$ cat src/rtl/bounded_drop_queue_top_macros.svh
// Assertion macros for the bounded drop queue.
`ifndef BOUNDED_DROP_QUEUE_TOP_MACROS_SVH
`define BOUNDED_DROP_QUEUE_TOP_MACROS_SVH

`ifndef SYNTH
`define BDQ_ASSERT_SAME(label, clk, rst, ante, cons) \
  label: assert property (@(posedge clk) disable iff (rst) (ante) |-> (cons)) \
    else $error("bdq same-cycle check failed");
`define BDQ_ASSERT_NEXT(label, clk, rst, ante, cons) \
  label: assert property (@(posedge clk) disable iff (rst) (ante) |=> (cons)) \
    else $error("bdq next-cycle check failed");
`else
`define BDQ_ASSERT_SAME(label, clk, rst, ante, cons)
`define BDQ_ASSERT_NEXT(label, clk, rst, ante, cons)
`endif

`endif

$ cat src/rtl/bdq_pkg.sv
// Shared types and constants of the bounded drop queue.
package bdq_pkg;

  localparam int QUEUE_DEPTH_DEF = 16;
  localparam int MAX_LEN_W = 5;
  localparam int DATA_W = 32;
  localparam int SEQ_W = 32;
  localparam int CNT_OUT_W = 32;
  localparam logic [MAX_LEN_W-1:0] MAX_LENGTH_RESET = 5'd10;

  typedef enum logic {
    REQ_ADD  = 1'b0,
    REQ_TAKE = 1'b1
  } req_type_t;

  typedef enum logic [1:0] {
    ST_ADDED   = 2'd0,
    ST_DROPPED = 2'd1,
    ST_TAKEN   = 2'd2,
    ST_EMPTY   = 2'd3
  } status_t;

endpackage

$ cat src/rtl/bdq_if.sv
// Handshake channel interfaces of the bounded drop queue.
interface bdq_req_if import bdq_pkg::*; ();
  logic              valid;
  logic              ready;
  req_type_t         req_type;
  logic [DATA_W-1:0] entry_data;

  modport source (output valid, req_type, entry_data, input ready);
  modport sink (input valid, req_type, entry_data, output ready);
endinterface

interface bdq_rsp_if import bdq_pkg::*; ();
  logic                 valid;
  logic                 ready;
  status_t              status;
  logic [DATA_W-1:0]    out_data;
  logic [SEQ_W-1:0]     out_sequence;
  logic [MAX_LEN_W-1:0] queue_length;
  logic                 has_entry;
  logic [CNT_OUT_W-1:0] processed_count;
  logic [CNT_OUT_W-1:0] dropped_count;

  modport source (output valid, status, out_data, out_sequence, queue_length, has_entry,
                  processed_count, dropped_count, input ready);
  modport sink (input valid, status, out_data, out_sequence, queue_length, has_entry,
                processed_count, dropped_count, output ready);
endinterface

interface bdq_cfg_if import bdq_pkg::*; ();
  logic                 valid;
  logic                 ready;
  logic [MAX_LEN_W-1:0] data;

  modport source (output valid, data, input ready);
  modport sink (input valid, data, output ready);
endinterface

$ cat src/rtl/bounded_drop_queue_top.sv
// Bounded drop queue: a FIFO of entry handles with a configurable fill limit and tail drop.
// The block takes one request per clock cycle while no result waits for ready.
// A request is captured in an input register, processed against the queue pointers, counters
// and the slot memory when the result register can load, and its result is registered and
// presented from the result register. A result that waits for ready holds the input
// register, which then holds the request port. The single slot memory port pair (one write
// for an add, one registered read for a take) sets the rate at one request per cycle while
// no result waits for ready. Configuration writes are always accepted.
`include "bounded_drop_queue_top_macros.svh"

module bounded_drop_queue_top import bdq_pkg::*; #(
  parameter int QUEUE_DEPTH = QUEUE_DEPTH_DEF
) (
  input logic      clk,
  input logic      rst,
  bdq_cfg_if.sink  cfg,
  bdq_req_if.sink  req,
  bdq_rsp_if.source rsp
);

  localparam int IDX_W = (QUEUE_DEPTH > 1) ? $clog2(QUEUE_DEPTH) : 1;
  localparam int CNT_W = $clog2(QUEUE_DEPTH + 1);
  localparam int CMP_W = (CNT_W > MAX_LEN_W) ? CNT_W : MAX_LEN_W;
  localparam logic [IDX_W-1:0] LAST_IDX = IDX_W'(QUEUE_DEPTH - 1);
  localparam logic [CMP_W-1:0] DEPTH_C = CMP_W'(QUEUE_DEPTH);

  typedef struct packed {
    logic [DATA_W-1:0] data;
    logic [SEQ_W-1:0]  seq;
  } slot_t;

  slot_t slot_mem [QUEUE_DEPTH];
  slot_t rd_slot;

  logic [MAX_LEN_W-1:0] max_length;
  logic [IDX_W-1:0]     head;
  logic [IDX_W-1:0]     tail;
  logic [CNT_W-1:0]     fill;
  logic [SEQ_W-1:0]     next_seq;
  logic [CNT_OUT_W-1:0] processed_total;
  logic [CNT_OUT_W-1:0] dropped_total;

  logic              a_valid;
  req_type_t         a_req;
  logic [DATA_W-1:0] a_data;

  logic             b_valid;
  status_t          b_status;
  logic [SEQ_W-1:0] b_seq;

  logic             b_load;
  logic             proc;
  logic             is_add;
  logic             can_add;
  logic             can_take;
  logic [CMP_W-1:0] fill_ext;
  logic [CMP_W-1:0] ml_ext;
  logic [CMP_W-1:0] limit;

  assign cfg.ready = 1'b1;

  assign b_load    = !b_valid || rsp.ready;
  assign proc      = a_valid && b_load;
  assign req.ready = !a_valid || b_load;

  assign fill_ext = CMP_W'(fill);
  assign ml_ext   = CMP_W'(max_length);
  assign limit    = (ml_ext > DEPTH_C) ? DEPTH_C : ml_ext;
  assign is_add   = (a_req == REQ_ADD);
  assign can_add  = fill_ext < limit;
  assign can_take = fill != '0;

  always_ff @(posedge clk) begin
    if (rst) begin
      max_length <= MAX_LENGTH_RESET;
    end else if (cfg.valid) begin
      max_length <= cfg.data;
    end
  end

  always_ff @(posedge clk) begin
    if (rst) begin
      a_valid <= 1'b0;
    end else if (req.ready) begin
      a_valid <= req.valid;
    end
  end

  always_ff @(posedge clk) begin
    if (req.valid && req.ready) begin
      a_req  <= req.req_type;
      a_data <= req.entry_data;
    end
  end

  always_ff @(posedge clk) begin
    if (rst) begin
      head            <= '0;
      tail            <= '0;
      fill            <= '0;
      next_seq        <= '0;
      processed_total <= '0;
      dropped_total   <= '0;
    end else if (proc) begin
      if (is_add) begin
        processed_total <= processed_total + 1'b1;
        if (can_add) begin
          next_seq <= next_seq + 1'b1;
          tail     <= (tail == LAST_IDX) ? '0 : tail + 1'b1;
          fill     <= fill + 1'b1;
        end else begin
          dropped_total <= dropped_total + 1'b1;
        end
      end else if (can_take) begin
        head <= (head == LAST_IDX) ? '0 : head + 1'b1;
        fill <= fill - 1'b1;
      end
    end
  end

  always_ff @(posedge clk) begin
    if (proc && is_add && can_add) begin
      slot_mem[tail] <= '{data: a_data, seq: next_seq};
    end
  end

  always_ff @(posedge clk) begin
    if (proc && !is_add) begin
      rd_slot <= slot_mem[head];
    end
  end

  always_ff @(posedge clk) begin
    if (rst) begin
      b_valid <= 1'b0;
    end else if (b_load) begin
      b_valid <= a_valid;
    end
  end

  always_ff @(posedge clk) begin
    if (proc) begin
      b_seq <= next_seq;
      if (is_add) begin
        b_status <= can_add ? ST_ADDED : ST_DROPPED;
      end else begin
        b_status <= can_take ? ST_TAKEN : ST_EMPTY;
      end
    end
  end

  always_comb begin
    rsp.out_data     = '0;
    rsp.out_sequence = '0;
    case (b_status)
      ST_ADDED: begin
        rsp.out_sequence = b_seq;
      end
      ST_TAKEN: begin
        rsp.out_data     = rd_slot.data;
        rsp.out_sequence = rd_slot.seq;
      end
      default: begin
        rsp.out_data     = '0;
        rsp.out_sequence = '0;
      end
    endcase
  end

  assign rsp.valid           = b_valid;
  assign rsp.status          = b_status;
  assign rsp.queue_length    = fill_ext[MAX_LEN_W-1:0];
  assign rsp.has_entry       = can_take;
  assign rsp.processed_count = processed_total;
  assign rsp.dropped_count   = dropped_total;

  `BDQ_ASSERT_SAME(a_empty_ptrs, clk, rst, fill == '0, head == tail)
  `BDQ_ASSERT_SAME(a_fill_bound, clk, rst, 1'b1, fill_ext <= DEPTH_C)
  `BDQ_ASSERT_NEXT(a_drop_seq, clk, rst, proc && is_add && !can_add, next_seq == $past(next_seq))
  `BDQ_ASSERT_NEXT(a_add_seq, clk, rst, proc && is_add && can_add,
                   next_seq == $past(next_seq) + 1'b1)
  `BDQ_ASSERT_NEXT(a_proc_result, clk, rst, proc, b_valid)

endmodule
$ cat src/flat_wrapper.sv
// flat-port wrapper written by rule: the top's interface ports become plain ports
module bounded_drop_queue_top_flat import bdq_pkg::*;
#(
  parameter int QUEUE_DEPTH = QUEUE_DEPTH_DEF
)
  (clk, rst, cfg_valid, cfg_data, cfg_ready, req_valid, req_req_type, req_entry_data, req_ready, rsp_valid, rsp_status, rsp_out_data, rsp_out_sequence, rsp_queue_length, rsp_has_entry, rsp_processed_count, rsp_dropped_count, rsp_ready);
  bdq_cfg_if cfg_i ();
  bdq_req_if req_i ();
  bdq_rsp_if rsp_i ();
  input logic clk;
  input logic rst;
  input wire logic [$bits(cfg_i.valid)-1:0] cfg_valid;
  input wire logic [$bits(cfg_i.data)-1:0] cfg_data;
  output wire logic [$bits(cfg_i.ready)-1:0] cfg_ready;
  input wire logic [$bits(req_i.valid)-1:0] req_valid;
  input wire logic [$bits(req_i.req_type)-1:0] req_req_type;
  input wire logic [$bits(req_i.entry_data)-1:0] req_entry_data;
  output wire logic [$bits(req_i.ready)-1:0] req_ready;
  output wire logic [$bits(rsp_i.valid)-1:0] rsp_valid;
  output wire logic [$bits(rsp_i.status)-1:0] rsp_status;
  output wire logic [$bits(rsp_i.out_data)-1:0] rsp_out_data;
  output wire logic [$bits(rsp_i.out_sequence)-1:0] rsp_out_sequence;
  output wire logic [$bits(rsp_i.queue_length)-1:0] rsp_queue_length;
  output wire logic [$bits(rsp_i.has_entry)-1:0] rsp_has_entry;
  output wire logic [$bits(rsp_i.processed_count)-1:0] rsp_processed_count;
  output wire logic [$bits(rsp_i.dropped_count)-1:0] rsp_dropped_count;
  input wire logic [$bits(rsp_i.ready)-1:0] rsp_ready;
  assign cfg_i.valid = cfg_valid;
  assign cfg_i.data = cfg_data;
  assign cfg_ready = cfg_i.ready;
  assign req_i.valid = req_valid;
  assign req_i.req_type = req_req_type;
  assign req_i.entry_data = req_entry_data;
  assign req_ready = req_i.ready;
  assign rsp_valid = rsp_i.valid;
  assign rsp_status = rsp_i.status;
  assign rsp_out_data = rsp_i.out_data;
  assign rsp_out_sequence = rsp_i.out_sequence;
  assign rsp_queue_length = rsp_i.queue_length;
  assign rsp_has_entry = rsp_i.has_entry;
  assign rsp_processed_count = rsp_i.processed_count;
  assign rsp_dropped_count = rsp_i.dropped_count;
  assign rsp_i.ready = rsp_ready;
  bounded_drop_queue_top #(.QUEUE_DEPTH(QUEUE_DEPTH)) u_core (.clk(clk), .rst(rst), .cfg(cfg_i), .req(req_i), .rsp(rsp_i));
endmodule
$ cat config.mk
export PLATFORM = sky130hd
export DESIGN_NAME = bounded_drop_queue_top_flat
export DESIGN_NICKNAME = d
export VERILOG_FILES = /design/src/rtl/bdq_pkg.sv /design/src/rtl/bdq_if.sv /design/src/rtl/bounded_drop_queue_top.sv /design/src/flat_wrapper.sv
export VERILOG_INCLUDE_DIRS = /design/src /design/src/rtl
export SDC_FILE = /design/constraint.sdc
export NUM_CORES = 1
export LEC_CHECK = 0
export ABC_AREA = 1
export ABC_CLOCK_PERIOD_IN_PS = 9400
export BUFFER_PORTS_ARGS = -buffer_cell sky130_fd_sc_hd__buf_4
export CORE_MARGIN = 2
export CORE_UTILIZATION = 40
export CTS_CLUSTER_SIZE = 30
export DETAILED_ROUTE_END_ITERATION = 8
export SYNTH_ARGS = -nofsm -noshare
export SYNTH_HDL_FRONTEND = slang
export SYNTH_SLANG_ARGS = --single-unit
$ cat constraint.sdc
create_clock -name clk -period 9.4 [get_ports clk]
set_input_delay 0.94 -clock clk [delete_from_list [all_inputs] [get_ports clk]]
set_output_delay 0.94 -clock clk [all_outputs]
set_load 0.005 [all_outputs]
=== Word level (Yosys, flattened, before mapping) ===
Memory sizes are Yosys's and may differ from the RTL's. A register that Yosys moved wholly into a read port is not among the register bits.
Index checks and enable logic that the tools add are counted.

* Flip-flop bits (word level): 183
* Memory bits (writable): 1,024
* Input port bits: 43
* Output and inout port bits: 139
* Word-level logic and storage cells: 59
* Memories: 1

* $add $sub $neg: 7
* $lt $le $gt $ge: 2
* Equal/unequal tests: 4
* Multiplexer cells: 13
* Bitwise gates (word level): 2
* Reduce and logical (&&, ||, !) cells: 17

{| class="wikitable"
|+ Memories
! memory !! words !! width !! read ports !! clocked after Yosys merged registers in !! wr ports !! RTL line !! text
|-
| u_core.slot_mem || 16 || 64 || 1 || 1 || 1 || bounded_drop_queue_top.sv:32 || <nowiki>slot_t slot_mem [QUEUE_DEPTH];</nowiki>
|}

{| class="wikitable"
|+ Operators by type and width
! kind !! count
|-
| $add A32 B1 Y32 const B || 3
|-
| $pmux W32 S2 || 1
|-
| $mux W32 || 1
|-
| $mux W5 || 4
|-
| $reduce_and A3 Y1 || 4
|-
| $add A4 B1 Y4 const B || 2
|-
| $eq A4 B4 Y1 const B || 2
|-
| $mux W4 || 2
|-
| $add A5 B1 Y5 const B || 1
|-
| $gt A5 B5 Y1 const B || 1
|-
| $logic_and A1 B1 Y1 || 5
|-
| $lt A5 B5 Y1 || 1
|-
| $reduce_bool A5 Y1 || 1
|-
| $sub A5 B1 Y5 const B || 1
|-
| $mux W1 || 4
|-
| $eq A2 B2 Y1 const B || 1
|-
| $logic_not A1 Y1 || 2
|-
| $logic_not A2 Y1 || 1
|-
| $logic_or A1 B1 Y1 || 2
|-
| $mux W2 || 1
|-
| $ne A2 B2 Y1 const B || 1
|-
| $not A1 Y1 || 2
|-
| $reduce_and A2 Y1 || 1
|-
| $reduce_bool A2 Y1 || 1
|}

=== Logic depth before layout (Yosys ltp) ===
* Depth after elaboration: 7
* Depth in mapped cells: 14
* Gate-level depth less buffers: 13

=== Worst setup path after synthesis ===
No wires, ideal clock.

* Path type: input -> register
* Start: in rsp_ready
* End: reg u_core.fill[3] (netlist: u_core.rsp.queue_length[3])
* Setup time: 0.116 ns
* Arrival time: 5.017 ns
* Data required time: 9.284 ns
* Path slack: 4.267 ns
* Stages on the path: 9
* Path buffers: 0
* Path through: inv_1 -> nand2_2 -> nand2_1 -> nor2_1 -> nand2_1 -> nand2_1 -> inv_1 -> nor2_1 -> nor2_1

* Cells in the longest elaborated chain, start to end: 3

{| class="wikitable"
|+ Ends and longest elaborated chain
! what !! RTL line !! text
|-
| start: declaration || flat_wrapper.sv:27 || <nowiki>input wire logic [$bits(rsp_i.ready)-1:0] rsp_ready;</nowiki>
|-
| $logic_or A1 B1 Y1 || bounded_drop_queue_top.sv:62 || <nowiki>assign b_load = !b_valid || rsp.ready;</nowiki>
|-
| $logic_and A1 B1 Y1 || bounded_drop_queue_top.sv:63 || <nowiki>assign proc = a_valid && b_load;</nowiki>
|-
| $reduce_and A3 Y1 (no source line) || n/a ||
|-
| end signal: assignment || bounded_drop_queue_top.sv:110 || <nowiki>fill <= fill + 1'b1;</nowiki>
|-
| end signal: assignment || bounded_drop_queue_top.sv:116 || <nowiki>fill <= fill - 1'b1;</nowiki>
|-
| end: declaration || bounded_drop_queue_top.sv:38 || <nowiki>logic [CNT_W-1:0] fill;</nowiki>
|}

No other way between the ends.
A chain may end at the register's enable or synchronous reset.

=== Worst setup path after layout ===
* Start: reg u_core.a_req
* End: mem u_core.slot_mem[1][57] in the netlist's numbering, enable pin

* Cells in the longest elaborated chain, start to end: 5

{| class="wikitable"
|+ Ends and longest elaborated chain
! what !! RTL line !! text
|-
| start: declaration || bounded_drop_queue_top.sv:44 || <nowiki>req_type_t a_req;</nowiki>
|-
| start signal: assignment || bounded_drop_queue_top.sv:91 || <nowiki>a_req <= req.req_type;</nowiki>
|-
| $not A1 Y1 || bounded_drop_queue_top.sv:69 || <nowiki>assign is_add = (a_req == REQ_ADD);</nowiki>
|-
| $logic_and A1 B1 Y1 (2 in series) || bounded_drop_queue_top.sv:122 || <nowiki>if (proc && is_add && can_add) begin</nowiki>
|-
| $mux W1 || bounded_drop_queue_top.sv:122 ||
|-
| $mux W1 (implied by the code) || bounded_drop_queue_top.sv:123 || <nowiki>slot_mem[tail] <= '{data: a_data, seq: next_seq};</nowiki>
|-
| end: declaration || bounded_drop_queue_top.sv:32 ||
|}

No other way between the ends.

==> results.json <==
{
  "critPathLaunchType": "register",
  "io_pins": 182,
  "worstSetupPathDepth": 8,
  "start_util_pct": 40.2,
  "hold_path.class": "input pin to register",
  "grt_overflow": 0,
  "use_met3_pct": 3.63,
  "cp-end-kind": "register",
  "clkTransAtPathRegs_ns": 0.06,
  "synthXorXnorAreaFrac_pct": 0.462,
  "tightest_slew_ns": 1.19,
  "finClkSkew_ns": 0.0239,
  "vias": 33300,
  "finalSetupTns_ns": 0,
  "worstPathArrival_ns": 5.02,
  "power.density_nw_per_um2": 206,
  "vias_per_cell": 5.38,
  "finalMaxSlewViolations": 0,
  "die_h_um": 362,
  "holdPathStages": 1,
  "grt_busiest_layer": "met2",
  "firstDrtPassIters": 5,
  "hp-start": "req_entry_data[6]",
  "synth.top_cell.area_share_pct": 67.8,
  "ys_ff_latch": 1271,
  "reg2reg_depth": 8,
  "post-cts-setup-buffer-count": 0,
  "crit_slowest_cell": "nor2_4",
  "required_ns": 9.77,
  "h-tree-depth": 4,
  "core_area_sq_um": 127000,
  "synthAdderAreaFrac_pct": 0.406,
  "async_reset_ff_share_pct": 0,
  "setup_violations": 0,
  "slowest_delay_ns": 0.92,
  "synth_seq_area_share_pct": 72.3,
  "netlist_area_sq_um": 51200,
  "cp_max_fo": 37,
  "die_w_um": 362,
  "path_common_cell": "inv_2",
  "crit_start": "u_core.a_req",
  "cpLargestDelayFamily": "simple AND/OR/NAND/NOR gates",
  "fmax_mhz": 215,
  "synth_compound_area_share_pct": 10.7,
  "drv_cap": 0,
  "yosys.area_share.simple_pct": 12.7,
  "hpwl_um": 70300,
  "final_hold_viol_count": 0,
  "status": "complete, no violations",
  "numCtsBuffers": 137,
  "row_count": 131,
  "rsz0062_at_grt": "false",
  "ctsRootBufferMaster": "clkbuf_16",
  "crit_type": "register to register",
  "n_antenna_cell": 0,
  "place_ws_ns": 4.22,
  "drive_gt1_share_pct": 10.7,
  "grt_usage_pct": 19.9,
  "ir_drop_mv": 0.173,
  "area.growth.synth_to_final_pct": 13.9,
  "grt_pass1_wl_um": 199000,
  "synth-main-ff-cell": "edfxtp_1",
  "hold_ws_ns": 0.352,
  "dp.cells": 5951,
  "r2r_slack_ns": 4.76,
  "clkSinkCount": 1271,
  "hold_buffers": 0,
  "drt_wl_total_um": 131000,
  "use_met1_pct": 28.2,
  "instances_no_fill": 6190,
  "fin_nets": 4487,
  "synth_edf_count": 1155,
  "p_leak_nw": 19.5,
  "synthTopCellsByArea": "edfxtp_1, nor2_1, o21ai_0",
  "period_share_pct": 49.4,
  "yosys_warnings": 0,
  "synth_area_leader_cell": "edfxtp_1",
  "finalWorstPathRequiredPeriod_ns": 4.64,
  "antenna_found_initial": 1,
  "syn_nets": 4367,
  "gp_congestion": 0.852,
  "insertion_delay_ns": 0.76,
  "ant_nets": 0,
  "grt_max_degree": 186,
  "worst_slack_ns": 4.76,
  "finalPower_mw": 12.0,
  "portBuffers": 180,
  "first_global_vias": 32100,
  "cp_num_buf_inv": 4,
  "clockBufferDepth": 3,
  "synth_mux_area_share_pct": 0,
  "wl_per_cell_um": 21.2,
  "syn_avg_cell_area_sq_um": 11.9,
  "synth_cell_types": 40,
  "die_area_sq_um": 131000,
  "cts_tree": "built",
  "synth_top_family_by_area": "simple AND/OR/NAND/NOR gates",
  "r2r-start": "u_core.a_req",
  "path_cells": "inv_2 -> nand3_4 -> inv_2 -> nand3_4 -> inv_2 -> nand2_1 -> nor2_4 -> buf_4",
  "drcViolationCount": 0,
  "grtUsageMet2_pct": 31.4,
  "ctsResizeCount": 0,
  "postSynthCellCount": 4308,
  "relSlewSlack_pct": 20.3,
  "drtIter0Drc": 3355
}
==> metal layers <==
layer | vias to the layer above | wire (um) | share of wire, %
met3 | 164 | 9180 | 7.0
met5 | - | 0 | 0
met2 | 1129 | 60700 | 46
li1 | 15600 | - | -
met1 | 16400 | 58700 | 45
met4 | 0 | 2370 | 1.8
==> cells in the final DEF (no fill, tap or decap), drive strengths merged, types with 2 or more instances in the layout <==
master / count
a21oi: 80
a31oi: 2
buf: 225
bufinv: 7
clkbuf: 175
clkinv: 51
clkinvlp: 4
dfxtp: 116
edfxtp: 1155
ha: 15
inv: 172
nand2: 524
nand3: 200
nand4: 16
nor2: 875
nor3: 13
o211ai: 91
o21a: 3
o21ai: 604
o21bai: 3
o221ai: 37
o22ai: 128
xnor2: 9
xor2: 18
==> stage by stage <==
stage | instance area (sq um) | util, %
after CTS | 58300 | 45.8
after detailed placement | 54000 | 42.5
after global placement | 54000 | 42.5
after floorplan | 51200 | -
final | 58300 | 45.8
after global routing | 58300 | 45.8
==> cell type report <==
| type | count | area, sq um |
|---|---|---|
| clock buffers | 175 | 3670 |
| inverters | 170 | 654 |
| flip-flops and latches | 1271 | 37000 |
| well taps | 1662 | 2080 |
| repair buffers | 225 | 1710 |
| clock inverters | 64 | 617 |
| fillers | 11400 | 68900 |
| multi-input cells | 2623 | 12500 |
==> synth_stat cells, types with 18 or more instances <==
| library cell | count |
|---|---|
| a21oi_1 | 79 |
| buf_2 | 62 |
| clkbuf_1 | 147 |
| dfxtp_1 | 116 |
| edfxtp_1 | 1155 |
| inv_1 | 162 |
| nand2_1 | 523 |
| nand3_1 | 198 |
| nor2_1 | 870 |
| o211ai_1 | 57 |
| o211ai_2 | 34 |
| o21ai_0 | 490 |
| o21ai_1 | 113 |
| o221ai_1 | 37 |
| o22ai_1 | 128 |
| xor2_1 | 18 |
==> registers in the layout, summed over array words and instances, names as in the netlist <==
signal,cells
u_core.rsp.queue_length,5
u_core.slot_mem,1024
u_core.a_req,1
u_core.next_seq,32
u_core.head,4
u_core.rsp.status,2
u_core.b_seq,32
u_core.a_data,32
u_core.a_valid,1
u_core.rsp.processed_count,32
u_core.tail,4
u_core.rd_slot,64
u_core.rsp.dropped_count,32
u_core.max_length,5
u_core.rsp.valid,1
==> logic make-up after synthesis <==
| group | Yosys count |
|---|---|
| adder cells (fa/ha/maj) | 16 |
| XOR/XNOR | 27 |
| flip-flops | 1271 |
| buffers and inverters | 414 |
| AND/OR/NAND/NOR | 1630 |
| AO/OA/AOI/OAI | 949 |
| other | 1 |
==> report_power, final <==
part	switching [mW]	total, mW	internal [mW]	leakage [nW]
registers	0.0670	6.26	6.19	11.5
clock network	2.19	5.15	2.96	2.07
logic	0.413	0.604	0.191	6.01
==> final timing paths <==
| kind | to |
|---|---|
| max | u_core.slot_mem[1][57] |
| min reg2reg | u_core.max_length[1] |
| min | u_core.a_data[6] |
| max reg2reg | u_core.slot_mem[1][57] |
(Power assumes the default switching activity.)
